--- src/rtl/assert_macros.svh ---
// Assertion helpers shared by the RTL.
// Each macro takes a label, a clock, a property body and a message;
// ASSERT_PROP also takes an active-low reset that disables the check.
`ifndef ASSERT_MACROS_SVH
`define ASSERT_MACROS_SVH
`ifndef NO_ASSERTIONS
`define ASSERT_PROP(lbl, clk_s, rstn_s, prop, msg) \
	lbl: assert property (@(posedge clk_s) disable iff (!rstn_s) prop) else $error(msg);
`define ASSERT_ALWAYS(lbl, clk_s, prop, msg) \
	lbl: assert property (@(posedge clk_s) prop) else $error(msg);
`else
`define ASSERT_PROP(lbl, clk_s, rstn_s, prop, msg)
`define ASSERT_ALWAYS(lbl, clk_s, prop, msg)
`endif
`endif

--- src/rtl/eolnrm_pkg.sv ---
package eolnrm_pkg;

	// character codes
	localparam logic [7:0] CH_LF = 8'h0A;
	localparam logic [7:0] CH_CR = 8'h0D;

	typedef logic [1:0] eol_kind_t;

	// detected line-ending styles
	localparam eol_kind_t STYLE_UNKNOWN = 2'd0;
	localparam eol_kind_t STYLE_LF      = 2'd1;
	localparam eol_kind_t STYLE_CRLF    = 2'd2;
	localparam eol_kind_t STYLE_CR      = 2'd3;

	// translate enable after reset
	localparam logic TRANSLATE_RESET = 1'b1;

	typedef struct packed {
		logic [7:0] in_byte;
		logic       end_of_stream;
	} in_item_t;

	typedef struct packed {
		logic       out_valid;
		logic [7:0] out_byte;
		eol_kind_t  eol_kind;
		logic       style_inconsistent;
	} out_item_t;

endpackage

--- src/rtl/eolnrm_in_if.sv ---
interface eolnrm_in_if;
	logic       valid;
	logic       ready;
	logic [7:0] in_byte;
	logic       end_of_stream;

	modport source (output valid, output in_byte, output end_of_stream, input ready);
	modport sink (input valid, input in_byte, input end_of_stream, output ready);
endinterface

--- src/rtl/eolnrm_out_if.sv ---
interface eolnrm_out_if;
	logic       valid;
	logic       ready;
	logic       out_valid;
	logic [7:0] out_byte;
	logic [1:0] eol_kind;
	logic       style_inconsistent;

	modport source (output valid, output out_valid, output out_byte, output eol_kind,
		output style_inconsistent, input ready);
	modport sink (input valid, input out_valid, input out_byte, input eol_kind,
		input style_inconsistent, output ready);
endinterface

--- src/rtl/eolnrm_in_reg.sv ---
module eolnrm_in_reg (
	input  logic                 clk,
	input  logic                 arst_n,
	eolnrm_in_if.sink            in_ch,
	input  logic                 advance,
	output logic                 valid_s1,
	output eolnrm_pkg::in_item_t item_s1
);
	import eolnrm_pkg::*;

	logic take;

	// take a request when the stage is empty or moving on this cycle
	assign in_ch.ready = !valid_s1 || advance;
	assign take        = in_ch.valid && in_ch.ready;

	// stage valid
	always_ff @(posedge clk or negedge arst_n) begin
		if (!arst_n) begin
			valid_s1 <= 1'b0;
		end else if (take) begin
			valid_s1 <= 1'b1;
		end else if (advance) begin
			valid_s1 <= 1'b0;
		end
	end

	// payload, no reset
	always_ff @(posedge clk) begin
		if (take) begin
			item_s1.in_byte       <= in_ch.in_byte;
			item_s1.end_of_stream <= in_ch.end_of_stream;
		end
	end

endmodule

--- src/rtl/eolnrm_core.sv ---
`include "assert_macros.svh"

module eolnrm_core (
	input  logic                  clk,
	input  logic                  arst_n,
	input  logic                  translate_enable,
	input  logic                  fire,
	input  eolnrm_pkg::in_item_t  item,
	output eolnrm_pkg::out_item_t res
);
	import eolnrm_pkg::*;

	logic       prev_cr_q;
	eol_kind_t  style_q;
	logic       mixed_q;

	logic       prev_cr_d;
	eol_kind_t  style_d;
	logic       mixed_d;
	logic       note;
	eol_kind_t  note_style;
	logic       out_valid_c;
	logic [7:0] out_byte_c;
	logic       style_set;

	// decode the byte against the pending CR
	always_comb begin
		prev_cr_d   = prev_cr_q;
		note        = 1'b0;
		note_style  = STYLE_CR;
		out_valid_c = 1'b0;
		out_byte_c  = 8'h00;
		if (item.end_of_stream) begin
			note      = prev_cr_q;
			prev_cr_d = 1'b0;
		end else if (!translate_enable) begin
			out_valid_c = 1'b1;
			out_byte_c  = item.in_byte;
		end else if (item.in_byte == CH_LF) begin
			note        = 1'b1;
			note_style  = prev_cr_q ? STYLE_CRLF : STYLE_LF;
			out_valid_c = !prev_cr_q;
			out_byte_c  = prev_cr_q ? 8'h00 : CH_LF;
			prev_cr_d   = 1'b0;
		end else if (item.in_byte == CH_CR) begin
			note        = prev_cr_q;
			out_valid_c = 1'b1;
			out_byte_c  = CH_LF;
			prev_cr_d   = 1'b1;
		end else begin
			note        = prev_cr_q;
			out_valid_c = 1'b1;
			out_byte_c  = item.in_byte;
			prev_cr_d   = 1'b0;
		end
	end

	// first ending fixes the style, a different one later marks mixed
	always_comb begin
		style_d = style_q;
		mixed_d = mixed_q;
		if (note) begin
			if (style_q == STYLE_UNKNOWN) begin
				style_d = note_style;
			end else if (style_q != note_style) begin
				mixed_d = 1'b1;
			end
		end
	end

	assign res = '{out_valid: out_valid_c, out_byte: out_byte_c, eol_kind: style_d,
		style_inconsistent: mixed_d};

	// stream state
	always_ff @(posedge clk or negedge arst_n) begin
		if (!arst_n) begin
			prev_cr_q <= 1'b0;
			style_q   <= STYLE_UNKNOWN;
			mixed_q   <= 1'b0;
		end else if (fire) begin
			prev_cr_q <= prev_cr_d;
			style_q   <= style_d;
			mixed_q   <= mixed_d;
		end
	end

	assign style_set = (style_q != STYLE_UNKNOWN);

	`ASSERT_PROP(a_style_fixed, clk, arst_n, style_set |=> $stable(style_q), "style changed")
	`ASSERT_PROP(a_mixed_sticky, clk, arst_n, mixed_q |=> mixed_q, "inconsistency flag cleared")
	`ASSERT_PROP(a_mixed_style, clk, arst_n, mixed_q |-> style_set, "mixed flag without style")
	`ASSERT_PROP(a_eos_cr, clk, arst_n, (fire && item.end_of_stream) |=> !prev_cr_q, "CR kept")

endmodule

--- src/rtl/eolnrm_out_reg.sv ---
module eolnrm_out_reg (
	input  logic                  clk,
	input  logic                  arst_n,
	input  logic                  load,
	input  eolnrm_pkg::out_item_t res,
	output logic                  can_load,
	eolnrm_out_if.source          out_ch
);
	import eolnrm_pkg::*;

	logic      valid_q;
	out_item_t res_q;

	// room when empty or the held result leaves this cycle
	assign can_load = !valid_q || out_ch.ready;

	always_ff @(posedge clk or negedge arst_n) begin
		if (!arst_n) begin
			valid_q <= 1'b0;
		end else if (load) begin
			valid_q <= 1'b1;
		end else if (out_ch.ready) begin
			valid_q <= 1'b0;
		end
	end

	always_ff @(posedge clk) begin
		if (load) begin
			res_q <= res;
		end
	end

	assign out_ch.valid              = valid_q;
	assign out_ch.out_valid          = res_q.out_valid;
	assign out_ch.out_byte           = res_q.out_byte;
	assign out_ch.eol_kind           = res_q.eol_kind;
	assign out_ch.style_inconsistent = res_q.style_inconsistent;

endmodule

--- src/rtl/eol_normalizer_with_style_detect_top.sv ---
// A request is held in the input register, then its result in the result register.
// Throughput: one request per cycle while the receiver takes results; the single-pass
// step between the two registers and the one-bit pending-CR state allow a new byte
// every cycle when the output is not stalled.
// The input stage takes a request while a finished result waits downstream, if it is itself empty.
// Reset (arst_n low, asynchronous): pipeline empty, no pending CR, style unknown,
// mixed flag clear, translation enabled.
module eol_normalizer_with_style_detect_top (
	input  logic          clk,
	input  logic          arst_n,
	input  logic          cfg_we,
	input  logic          cfg_wdata,
	eolnrm_in_if.sink     in_ch,
	eolnrm_out_if.source  out_ch
);
	import eolnrm_pkg::*;

	logic      translate_enable_q;
	logic      valid_s1;
	in_item_t  item_s1;
	logic      can_load;
	logic      advance;
	out_item_t res;

	// configuration register
	always_ff @(posedge clk or negedge arst_n) begin
		if (!arst_n) begin
			translate_enable_q <= TRANSLATE_RESET;
		end else if (cfg_we) begin
			translate_enable_q <= cfg_wdata;
		end
	end

	assign advance = valid_s1 && can_load;

	eolnrm_in_reg u_in_reg (
		.clk      (clk),
		.arst_n   (arst_n),
		.in_ch    (in_ch),
		.advance  (advance),
		.valid_s1 (valid_s1),
		.item_s1  (item_s1)
	);

	eolnrm_core u_core (
		.clk              (clk),
		.arst_n           (arst_n),
		.translate_enable (translate_enable_q),
		.fire             (advance),
		.item             (item_s1),
		.res              (res)
	);

	eolnrm_out_reg u_out_reg (
		.clk      (clk),
		.arst_n   (arst_n),
		.load     (advance),
		.res      (res),
		.can_load (can_load),
		.out_ch   (out_ch)
	);

endmodule

--- src/flat_wrapper.sv ---
// flat-port wrapper written by rule: the top's interface ports become plain ports
module eol_normalizer_with_style_detect_top_flat import eolnrm_pkg::*;
  (clk, arst_n, cfg_we, cfg_wdata, in_ch_valid, in_ch_in_byte, in_ch_end_of_stream, in_ch_ready, out_ch_valid, out_ch_out_valid, out_ch_out_byte, out_ch_eol_kind, out_ch_style_inconsistent, out_ch_ready);
  eolnrm_in_if in_ch_i ();
  eolnrm_out_if out_ch_i ();
  input  logic clk;
  input  logic arst_n;
  input  logic cfg_we;
  input  logic cfg_wdata;
  input wire logic [$bits(in_ch_i.valid)-1:0] in_ch_valid;
  input wire logic [$bits(in_ch_i.in_byte)-1:0] in_ch_in_byte;
  input wire logic [$bits(in_ch_i.end_of_stream)-1:0] in_ch_end_of_stream;
  output wire logic [$bits(in_ch_i.ready)-1:0] in_ch_ready;
  output wire logic [$bits(out_ch_i.valid)-1:0] out_ch_valid;
  output wire logic [$bits(out_ch_i.out_valid)-1:0] out_ch_out_valid;
  output wire logic [$bits(out_ch_i.out_byte)-1:0] out_ch_out_byte;
  output wire logic [$bits(out_ch_i.eol_kind)-1:0] out_ch_eol_kind;
  output wire logic [$bits(out_ch_i.style_inconsistent)-1:0] out_ch_style_inconsistent;
  input wire logic [$bits(out_ch_i.ready)-1:0] out_ch_ready;
  assign in_ch_i.valid = in_ch_valid;
  assign in_ch_i.in_byte = in_ch_in_byte;
  assign in_ch_i.end_of_stream = in_ch_end_of_stream;
  assign in_ch_ready = in_ch_i.ready;
  assign out_ch_valid = out_ch_i.valid;
  assign out_ch_out_valid = out_ch_i.out_valid;
  assign out_ch_out_byte = out_ch_i.out_byte;
  assign out_ch_eol_kind = out_ch_i.eol_kind;
  assign out_ch_style_inconsistent = out_ch_i.style_inconsistent;
  assign out_ch_i.ready = out_ch_ready;
  eol_normalizer_with_style_detect_top u_core (.clk(clk), .arst_n(arst_n), .cfg_we(cfg_we), .cfg_wdata(cfg_wdata), .in_ch(in_ch_i), .out_ch(out_ch_i));
endmodule
--- config.mk ---
export PLATFORM = sky130hd
export DESIGN_NAME = eol_normalizer_with_style_detect_top_flat
export DESIGN_NICKNAME = d
export VERILOG_FILES = /design/src/rtl/eolnrm_pkg.sv /design/src/rtl/eolnrm_in_if.sv /design/src/rtl/eolnrm_out_if.sv /design/src/rtl/eolnrm_in_reg.sv /design/src/rtl/eolnrm_core.sv /design/src/rtl/eolnrm_out_reg.sv /design/src/rtl/eol_normalizer_with_style_detect_top.sv /design/src/flat_wrapper.sv
export VERILOG_INCLUDE_DIRS = /design/src /design/src/rtl
export SDC_FILE = /design/constraint.sdc
export NUM_CORES = 1
export LEC_CHECK = 0
export BUFFER_PORTS_ARGS = -buffer_cell sky130_fd_sc_hd__buf_2
export CAP_MARGIN = 25
export CORE_UTILIZATION = 25
export CTS_BUF_LIST = sky130_fd_sc_hd__clkbuf_16
export CTS_CLUSTER_DIAMETER = 50
export DETAILED_ROUTE_END_ITERATION = 8
export HOLD_SLACK_MARGIN = 0.12
export MAX_ROUTING_LAYER = met4
export PLACE_DENSITY_LB_ADDON = 0.15
export SYNTH_ARGS = -nofsm -noshare
export SYNTH_HDL_FRONTEND = slang
export SYNTH_HIERARCHICAL = 1
export SYNTH_SLANG_ARGS = --single-unit
--- constraint.sdc ---
create_clock -name clk -period 2.61 [get_ports clk]
set_input_delay 0.1305 -clock clk [delete_from_list [all_inputs] [get_ports clk]]
set_output_delay 0.1305 -clock clk [all_outputs]
set_load 0.03 [all_outputs]
# Yosys cells after proc, flatten, opt, wreduce, memory -nomap -nowiden
# Cells that the tools add are included.
# W data, S select, Z words.
dict set report classes {
  n_reduce_logical 12
  mux 26
  eq_ne 3
}
# op count
set op_table {}
lappend op_table {{$mux W8} 3}
lappend op_table {{$eq A8 B4 Y1 const B} 2}
lappend op_table {{$mux W1} 16}
lappend op_table {{$mux W2} 6}
lappend op_table {{$reduce_bool A2 Y1} 3}
lappend op_table {{$mux W4} 1}
lappend op_table {{$logic_not A1 Y1} 3}
lappend op_table {{$logic_and A1 B1 Y1} 2}
lappend op_table {{$logic_not A2 Y1} 1}
lappend op_table {{$logic_or A1 B1 Y1} 2}
lappend op_table {{$ne A2 B2 Y1} 1}
lappend op_table {{$reduce_and A2 Y1} 1}
dict set report word_totals {
  output_inout_bits 14
  wordCells 53
  reg_bits 28
}

# Depth between registers and ports, before layout
# Gate-level depths: netlist (run 1).
dict set report logic_depth {
  word_depth 8
  mapped_depth 6
  ltp_nobuf 5
}

# Cells and area by module
# The synthesis (run 1) kept the hierarchy.
# mod instances seq_area_each_um2 area_per_inst_um2 cells_per_inst
set by_module_without_submodules {}
lappend by_module_without_submodules {eolnrm_core 1 100.1 452.9 54}
lappend by_module_without_submodules {eolnrm_out_reg 1 385.4 407.9 15}
lappend by_module_without_submodules {eolnrm_in_reg 1 295.3 324.1 13}
lappend by_module_without_submodules {eol_normalizer_with_style_detect_top 1 26.3 47.5 3}

# Worst setup path after synthesis (run 1)
# OpenSTA, ideal clock, no wires.
dict set report synth_timing {
  path_type {register -> register}
  from {register u_core.u_out_reg.valid_q (netlist: u_core/u_out_reg/out_ch.valid)}
  to {register u_core/u_in_reg/item_s1[0] (netlist name)}
  setup_ns 0.301
  stages_incl_launch_ff 5
  n_path_buf 0
  slack_ns 0.744
  arrival_ns 1.565
  period_less_slack_ns 1.866
  cell_sequence {dfrtp_1 -> nand2b_4 -> and2_1 -> nand2b_4 -> and2_4}
}
dict set report synth_via {
  elab_chain_cells 5
}
# item line
set synth_lines {}
lappend synth_lines {{start: declaration} eolnrm_out_reg.sv:11} ;# logic valid_q;
lappend synth_lines {{start signal: assignment} eolnrm_out_reg.sv:19} ;# valid_q <= 1'b0;
lappend synth_lines {{start signal: assignment} eolnrm_out_reg.sv:21} ;# valid_q <= 1'b1;
lappend synth_lines {{start signal: assignment} eolnrm_out_reg.sv:23} ;# valid_q <= 1'b0;
lappend synth_lines {{$logic_not A1 Y1} eolnrm_out_reg.sv:15} ;# assign can_load = !valid_q || out_ch.ready;
lappend synth_lines {{$logic_or A1 B1 Y1} eolnrm_out_reg.sv:15}
lappend synth_lines {{via u_core.can_load} eol_normalizer_with_style_detect_top.sv:21} ;# logic can_load;
lappend synth_lines {{$logic_and A1 B1 Y1} eol_normalizer_with_style_detect_top.sv:34} ;# assign advance = valid_s1 && can_load;
lappend synth_lines {{via u_core.advance} eol_normalizer_with_style_detect_top.sv:22} ;# logic advance;
lappend synth_lines {{$logic_or A1 B1 Y1} eolnrm_in_reg.sv:14} ;# assign in_ch.ready = !valid_s1 || advance;
lappend synth_lines {{via in_ch_ready} flat_wrapper.sv:13} ;# output wire logic [$bits(in_ch_i.ready)-1:0] in_ch_ready;
lappend synth_lines {{$logic_and A1 B1 Y1} eolnrm_in_reg.sv:15} ;# assign take = in_ch.valid && in_ch.ready;
lappend synth_lines {{via u_core.u_in_reg.take} eolnrm_in_reg.sv:11} ;# logic take;
# The timed path passes the listed nets, and every way through them passes these cells.
# A chain may end at the register's enable or synchronous reset.

# Worst setup path in the final report (run 1)
dict set report layout_timing {
  from {register u_core.u_out_reg.valid_q (netlist: u_core/u_out_reg/out_ch.valid)}
  to {output in_ch_ready}
}
dict set report layout_via {
  elab_chain_cells 4
}
# item line
set layout_lines {}
lappend layout_lines {{$logic_not A1 Y1} eolnrm_out_reg.sv:15}
lappend layout_lines {{$logic_or A1 B1 Y1} eolnrm_out_reg.sv:15}
lappend layout_lines {{via u_core.can_load} eol_normalizer_with_style_detect_top.sv:21}
lappend layout_lines {{$logic_and A1 B1 Y1} eol_normalizer_with_style_detect_top.sv:34}
lappend layout_lines {{via u_core.advance} eol_normalizer_with_style_detect_top.sv:22}
lappend layout_lines {{$logic_or A1 B1 Y1} eolnrm_in_reg.sv:14}
lappend layout_lines {{end: declaration} flat_wrapper.sv:13}
# The timed path passes the listed nets, and every way through them passes these cells.

==> results of run 1 <==
==> power groups by stage <==
| stage | combinational (W) | sequential, W | clock (W) |
|---|---|---|---|
| finish | 0.000189 | 0.000569 | 0.000444 |
| global route | 0.000202 | 0.000575 | 0.000473 |
| CTS | 0.000191 | 0.000570 | 0.000453 |
| detailed placement | 0.000177 | 0.000579 | 0 |
| global placement | 0.000175 | 0.000578 | 0 |
| floorplan | 0.0000800 | 0.000625 | 0 |
==> final cells by class <==
class | count | share of cell area
sequential | 28 | 0.489
timing repair buffer | 40 | 0.158
tap | 67 | 0.0508
multi-input combinational | 51 | 0.237
clock inverter | 1 | 0.0182
inverter | 1 | 0.00227
clock buffer | 3 | 0.0455
==> metrics by stage <==
| step | util | power (W) | hold slack, ns |
|---|---|---|---|
| 2_1_floorplan | - | 0.000705 | -0.165 |
| 3_3_place_gp | 0.302 | 0.000753 | -0.0237 |
| 3_5_place_dp | 0.302 | 0.000757 | -0.0195 |
| 4_1_cts | 0.350 | 0.00121 | 0.122 |
| 5_1_grt | 0.350 | 0.00125 | 0.120 |
| 6_report | 0.350 | 0.00120 | 0.127 |
==> critical path: cells and delay by family, from the launching register on <==
kind	cells	cell delay, ns
flops	1	0.41
buf+inv	1	0.19
simple gates	3	0.91
==> logic make-up after synthesis <==
kind of cell / Yosys count
and+or+nand+nor: 32
DFF: 28
AOI/OAI and AO/OA: 14
buffers and inverters: 6
muxes: 4
xor gates and xnor gates: 1
==> state kept, by name (all words and copies together) (netlist names) <==
name	cells
u_core/translate_enable_q	1
u_core/u_core/mixed_q	1
u_core/u_core/prev_cr_q	1
u_core/u_core/style_q	2
u_core/u_in_reg/item_s1	9
u_core/u_in_reg/valid_s1	1
u_core/u_out_reg/out_ch.eol_kind	2
u_core/u_out_reg/out_ch.out_byte	8
u_core/u_out_reg/out_ch.out_valid	1
u_core/u_out_reg/out_ch.style_inconsistent	1
u_core/u_out_reg/out_ch.valid	1
==> worst paths after layout <==
check,endpoint,slack [ns],depth (start not counted)
worst min register to register,u_core/u_core/mixed_q,0.47,1
worst min-delay path,u_core/translate_enable_q,0.13,2
worst max-delay path,in_ch_ready,0.71,4
worst max register to register,u_core/u_in_reg/item_s1[5],0.79,4
min in group asynchronous,u_core/u_out_reg/out_ch.valid,0.24,2
max in group asynchronous,u_core/translate_enable_q,2.14,2
==> repair_timing <==
action | in CTS | in global routing
hold buffers | 12 | 0
gates resized for setup | 0 | 0
hold endpoints to repair | 18 | 0
==> cells in the final DEF, fill, tap and decap left out, types with 2 or more instances in the layout <==
master and instances:
buf_2 28, edfxtp_1 21, dlygate4sd3_1 12, dfrtp_1 6, nor2b_1 5, nor2_1 4
nand2b_1 4, clkbuf_16 3, and2_1 3, nand2_1 3, a21oi_1 3, nand4b_1 2
a21o_1 2, a211o_1 2, o21bai_1 2, nand2b_4 2
==> routing by layer <==
metal	global-route usage	vias to the layer above
li1	-	389
met1	0.109	354
met2	0.135	16
met3	0.0167	2
met4	0.0392	0
met5	-	-
==> flow_summary_export.csv, run 1 <==
group,metric,value,unit
critical_path,rr_startpoint,"u_core/u_out_reg/out_ch.valid",
synth,syn_avg_cell_area,14.5,um2
min_path,hp-start,"cfg_we",
die,die_height,72.2,um
synth,synth-seq-cells,28,
clocking,path_clk_slew,0.07,ns
run,max_cap_viol_count,0,
critical_path,start_kind,"register",
cells_and_area,drive_gt1_frac,0.347,
clocking,clock-root-buffer,"clkbuf_16",
cells_and_area,final_cells,191,
cells_and_area,area_growth,34.0,%
global_routing,antenna_found_initial,0,
critical_path,required,2.48,ns
clocking,post_cts_buffers,0,
cells_and_area,multi_input_area,392,um2
detailed_routing,drc,0,
synth,synth_fa_ha_area_frac,0,
clocking,cts_made_buffers,3,
min_path,hp-class,"input pin to register",
timing,maxSlewHeadroom,0.544,
synth,syn_nets,100,
detailed_routing,drtIter0Drc,8,
cells_and_area,stdcell_area,1650,um2
synth,synth_compound_area_frac,0.0843,
die,ios,29,
detailed_routing,num_vias,761,
synth,syn_inst,85,
place,place_area,1430,um2
detailed_routing,wl_per_cell,10.7,um
die,row_count,25,
detailed_routing,wirelength,2050,um
detailed_routing,dr.pass1.iters,4,
critical_path,arrival,1.77,ns
power,pwr-share-seq,0.473,
detailed_routing,met3_length,93,um
detailed_routing,drt-met1-wl,954,um
power,p_comb_frac,0.157,
timing,setup_ws,0.713,ns
clocking,htreeDepth,1,
synth,yosysMostFrequentCell,"edfxtp_1",
clocking,ctsLongestPathBuffers,2,
timing,setup_viol,0,
critical_path,crit_top_cell,"nand2b_4",
global_routing,grtUsageTotal,0.0864,
timing,finClkSkew,0.00263,ns
timing,setup-tns-final,0,ns
critical_path,critPathLaunch,"u_core/u_out_reg/out_ch.valid",
critical_path,crit_fanout,18,
critical_path,max_stage_delay,0.56,ns
timing,period_minus_slack,1.90,ns
timing,worst-slew-pin-transition,0.684,ns
synth,synth_area_leaders,"edfxtp_1 51%, dfrtp_1 12%, nor2b_1 2.5%",
critical_path,crit_chain,"nand2b_4 -> and2_1 -> nand2b_4 -> buf_2",
synth,synth-simple-area-share,0.188,
timing,fin_crit_sh,0.727,
global_routing,first_global_vias,764,
detailed_routing,postRouteAntennaNets,0,
synth,synthFlopType,"edfxtp_1",
global_routing,grt_pass1_wl,3410,um
detailed_routing,top_layer,"met4",
timing,rsz0062_at_grt,"no",
synth,ys_async_sr_fraction,0.250,
global_routing,grt_max_degree,19,
power,internal-power,0.000916,W
run_status,status,"finished, final reports clean",
die,fp.coreArea,4720,um2
synth,synth_top_family_by_area,"simple AND/OR/NAND/NOR gates",
clocking,worst_skew_pair.late_latency,0.26,ns
synth,ys_seq_area_frac,0.655,
place,dpl.hpwl,1550,um
place,placed_cells,175,
timing,fmax,527,MHz
power,power.leakage,0.703,nW
synth,synth-edff-count,21,
synth,synthXorXnorAreaFrac,0.00711,
clocking,cts_tree,"done",
power,peakVddDrop,282,uV
die,start_util,0.261,
place,gp_congestion,0.758,
place,port_buffers,28,
place,dp_slack,0.777,ns
power,power_density,728,nW/um2
synth,syn_area,1230,um2
synth,yosysWarnings,6,
timing,slew_violations,0,
die,die-area,5210,um2
synth,muxShareOfSynthArea,0.0386,
critical_path,critPathKind,"register to output port",
power,p_switching,0.000286,W
synth,yosys-top-cells-count,"21 x edfxtp_1, 6 x dfrtp_1, 5 x nor2b_1",
synth,synth_top_area_frac,0.512,
synth,yosys.area.top_type,"edfxtp_1",
critical_path,cp-end-kind,"output port",
power,clkPwrFrac,0.370,
die,die_w,72.2,um
detailed_routing,routed_via_density,3.98,
cells_and_area,register_area,807,um2
cells_and_area,fillers,462,
global_routing,gr-total-overflow,0,
detailed_routing,wl_met2,986,um
timing,hold_violations,0,
cells_and_area,finalNetCount,140,
cells_and_area,num_antenna_cells,0,
clocking,cts_sinks,28,
critical_path,cp_slowest_cell,"and2_1",
power,swShare,0.238,
synth,synth_cell_type_count,36,
No activity file was read; power rests on OpenSTA's default activity.
==> inputs of run 2 (changes only) <==
--- a/config.mk
+++ b/config.mk
@@ -6,6 +6,7 @@
 export SDC_FILE = /design/constraint.sdc
 export NUM_CORES = 1
 export LEC_CHECK = 0
+export ABC_AREA = 1
 export BUFFER_PORTS_ARGS = -buffer_cell sky130_fd_sc_hd__buf_2
 export CAP_MARGIN = 25
 export CORE_UTILIZATION = 25
==> constraint.sdc (replaced) <==
create_clock -name clk -period 1.72 [get_ports clk]
set_input_delay 0.086 -clock clk [delete_from_list [all_inputs] [get_ports clk]]
set_output_delay 0.086 -clock clk [all_outputs]
set_load 0.03 [all_outputs]
==> run 2 against run 1 <==
Worst hold slack improved by 0.057 ns; core utilization increased by 1.1 points; area after synthesis increased by 0.51%; synthesized cell count increased by 35%; cell area increased by 3.8%; first-iteration DRC count increased to 5.5 times the previous value; critical endpoint is now u_core/u_out_reg/out_ch.style_inconsistent.
==> flow_summary_export.csv, run 2 <==
group,metric,value,unit
global_routing,gr-total-overflow,0,
cells_and_area,fillers,501,
detailed_routing,dr.pass1.iters,4,
synth,synth_top_area_frac,0.509,
die,die_height,72.4,um
global_routing,met3_usage,0.0236,
critical_path,r2r_end,"u_core/u_out_reg/out_ch.style_inconsistent",
timing,period_minus_slack,1.45,ns
critical_path,required,1.74,ns
power,p_comb_frac,0.153,
timing,rsz0062_at_grt,"no",
timing,worst-slew-pin-transition,0.321,ns
timing,fin_crit_sh,0.840,
synth,synthFlopType,"edfxtp_1",
cells_and_area,drive_gt1_frac,0.338,
synth,yosysMostFrequentCell,"inv_1",
global_routing,grt_max_degree,17,
timing,hold_violations,0,
critical_path,arrival,1.46,ns
power,pwr-share-seq,0.466,
clocking,worst_skew_pair.late_latency,0.26,ns
synth,syn_area,1240,um2
timing,slew_violations,0,
synth,syn_inst,115,
timing,setup-tns-final,0,ns
critical_path,start_kind,"register",
synth,synth_area_leaders,"edfxtp_1 51%, dfrtp_1 12%, inv_1 7.0%",
die,die_w,72.4,um
detailed_routing,routed_via_density,3.80,
place,placed_cells,209,
clocking,htreeDepth,1,
synth,synth-seq-cells,28,
critical_path,critPathKind,"register to register",
synth,yosysWarnings,6,
place,gp_congestion,0.768,
global_routing,met1_usage,0.117,
power,power_density,1040,nW/um2
cells_and_area,multi_input_area,322,um2
global_routing,antenna_found_initial,0,
power,p_switching,0.000426,W
cells_and_area,final_common_cell,"buf_2",
timing,maxSlewHeadroom,0.785,
global_routing,first_global_vias,828,
synth,synth-edff-count,21,
detailed_routing,wirelength,2210,um
cells_and_area,largest_register_ffs,9,
clocking,cts_made_buffers,3,
clocking,cts_sinks,28,
detailed_routing,wl_per_cell,9.72,um
detailed_routing,postRouteAntennaNets,0,
die,row_count,25,
clocking,cts-resized-gates,0,
power,power.leakage,0.809,nW
place,dpl.hpwl,1650,um
cells_and_area,layout_common_cells,"28 x buf_2, 23 x inv_1, 21 x edfxtp_1",
synth,ys_seq_area_frac,0.652,
synth,syn_avg_cell_area,10.8,um2
critical_path,rr_startpoint,"u_core/translate_enable_q",
critical_path,cp-end-kind,"register",
die,ios,29,
global_routing,grt_pass1_wl,3690,um
critical_path,rrSetupSlack,0.27,ns
power,clkPwrFrac,0.381,
global_routing,top_usage_layer,"met2",
detailed_routing,drtIter0Drc,44,
min_path,hp-class,"input pin to async pin",
detailed_routing,drc,0,
timing,fmax,692,MHz
run,max_cap_viol_count,0,
synth,synth_cell_type_count,25,
clocking,path_clk_slew,0.06,ns
die,fp.coreArea,4750,um2
power,peakVddDrop,346,uV
synth,yosys-top-cells-count,"23 x inv_1, 21 x edfxtp_1, 18 x nand2_1",
critical_path,crit_fanout,4,
global_routing,grtUsageTotal,0.0967,
cells_and_area,area_growth,38.4,%
synth,ys_async_sr_fraction,0.250,
timing,setup_viol,0,
run_status,status,"finished, final reports clean",
cells_and_area,finalNetCount,176,
clocking,cts_tree,"done",
cells_and_area,num_antenna_cells,0,
synth,yosys.area.top_type,"edfxtp_1",
global_routing,met2_usage,0.142,
die,start_util,0.261,
cells_and_area,final_cells,227,
detailed_routing,num_vias,863,
clocking,clock-root-buffer,"clkbuf_16",
clocking,ctsLongestPathBuffers,2,
synth,syn_nets,130,
place,port_buffers,28,
power,internal-power,0.00136,W
cells_and_area,register_area,807,um2
power,swShare,0.239,
cells_and_area,regMostFlops,"u_core/u_in_reg/item_s1",
critical_path,r2r_cells,7,
die,die-area,5240,um2
timing,finClkSkew,0.00430,ns
run 2: changes by cell type after synthesis, sizes merged, moves of 3 or more:
cell | previous run | this run
and2 | 4 | 0
inv | 1 | 26
mux2 | 3 | 0
nand2 | 3 | 25
nand2b | 7 | 0
nand3 | 1 | 4
nand4 | 0 | 3
nor2 | 4 | 15
nor2b | 6 | 0
o21ai | 1 | 5
run 2: repair_timing:
item / CTS / global route
setup endpoints to repair: 0 / 1
endpoints found under the hold margin: 19 / 0
buffers inserted: 0 / 0
hold buffers: 15 / 0
run 2: cell families after synthesis:
group / count (synthesis) / share of synthesized area
AOI/OAI and AO/OA: 9 / 0.0505
buffers and inverters: 30 / 0.0980
DFF: 28 / 0.652
and+or+nand+nor: 48 / 0.200
run 2: how the worst max path moves through the flow:
stage	slack (ns)	startpoint	endpoint	depth (start not counted)
after floorplan	0.03	u_core/u_out_reg/out_ch.valid	u_core/u_in_reg/item_s1[0]	5
after global placement	0.29	u_core/u_in_reg/item_s1[8]	u_core/u_out_reg/out_ch.out_byte[1]	8
after detailed placement	0.29	u_core/u_in_reg/item_s1[8]	u_core/u_out_reg/out_ch.out_byte[1]	8
after CTS	0.03	cfg_wdata	u_core/translate_enable_q	6
after global routing	0.19	u_core/u_in_reg/item_s1[8]	u_core/u_out_reg/out_ch.style_inconsistent	8
final	0.27	u_core/translate_enable_q	u_core/u_out_reg/out_ch.style_inconsistent	7
run 2: routing by layer:
layer  up-vias  share of wire
li1        449              -
met1       378           0.44
met3         4          0.072
met2        32           0.45
met5         -              0
met4         0          0.032
run 2: through the flow:
stage	util	power, W	cell area [um2]	worst slack (ns)	hold slack (ns)
after global placement	0.309	0.00109	1470	0.295	-0.0722
after detailed placement	0.309	0.00110	1470	0.289	-0.0746
after global routing	0.361	0.00186	1710	0.185	0.215
after CTS	0.363	0.00181	1720	0.0273	0.188
final	0.361	0.00178	1710	0.275	0.183
after floorplan	-	0.00101	1250	0.0333	-0.210
run 2: layout make-up:
type                            count  area share
Clock buffer                        3      0.0438
Clock inverter                      1      0.0175
Inverter                           27      0.0591
Multi-Input combinational cell     57       0.188
Sequential cell                    28       0.471
Tap cell                           67      0.0489
Timing Repair Buffer               44       0.172
run 2: critical path, stage by stage (launching register included):
cell and delay, ns:
dfstp_2 0.56, inv_1 0.08, nor2_1 0.17, nand4_1 0.14, nand2_1 0.08, nand2_1 0.05
nand2_1 0.08, nand2_1 0.05
run 2: power groups by stage:
stage | sequential [W] | combinational [W] | clock [W]
2_1_floorplan | 0.000915 | 0.0000986 | 0
3_3_place_gp | 0.000845 | 0.000247 | 0
3_5_place_dp | 0.000847 | 0.000251 | 0
4_1_cts | 0.000832 | 0.000279 | 0.000702
5_1_grt | 0.000839 | 0.000297 | 0.000723
6_report | 0.000831 | 0.000272 | 0.000679
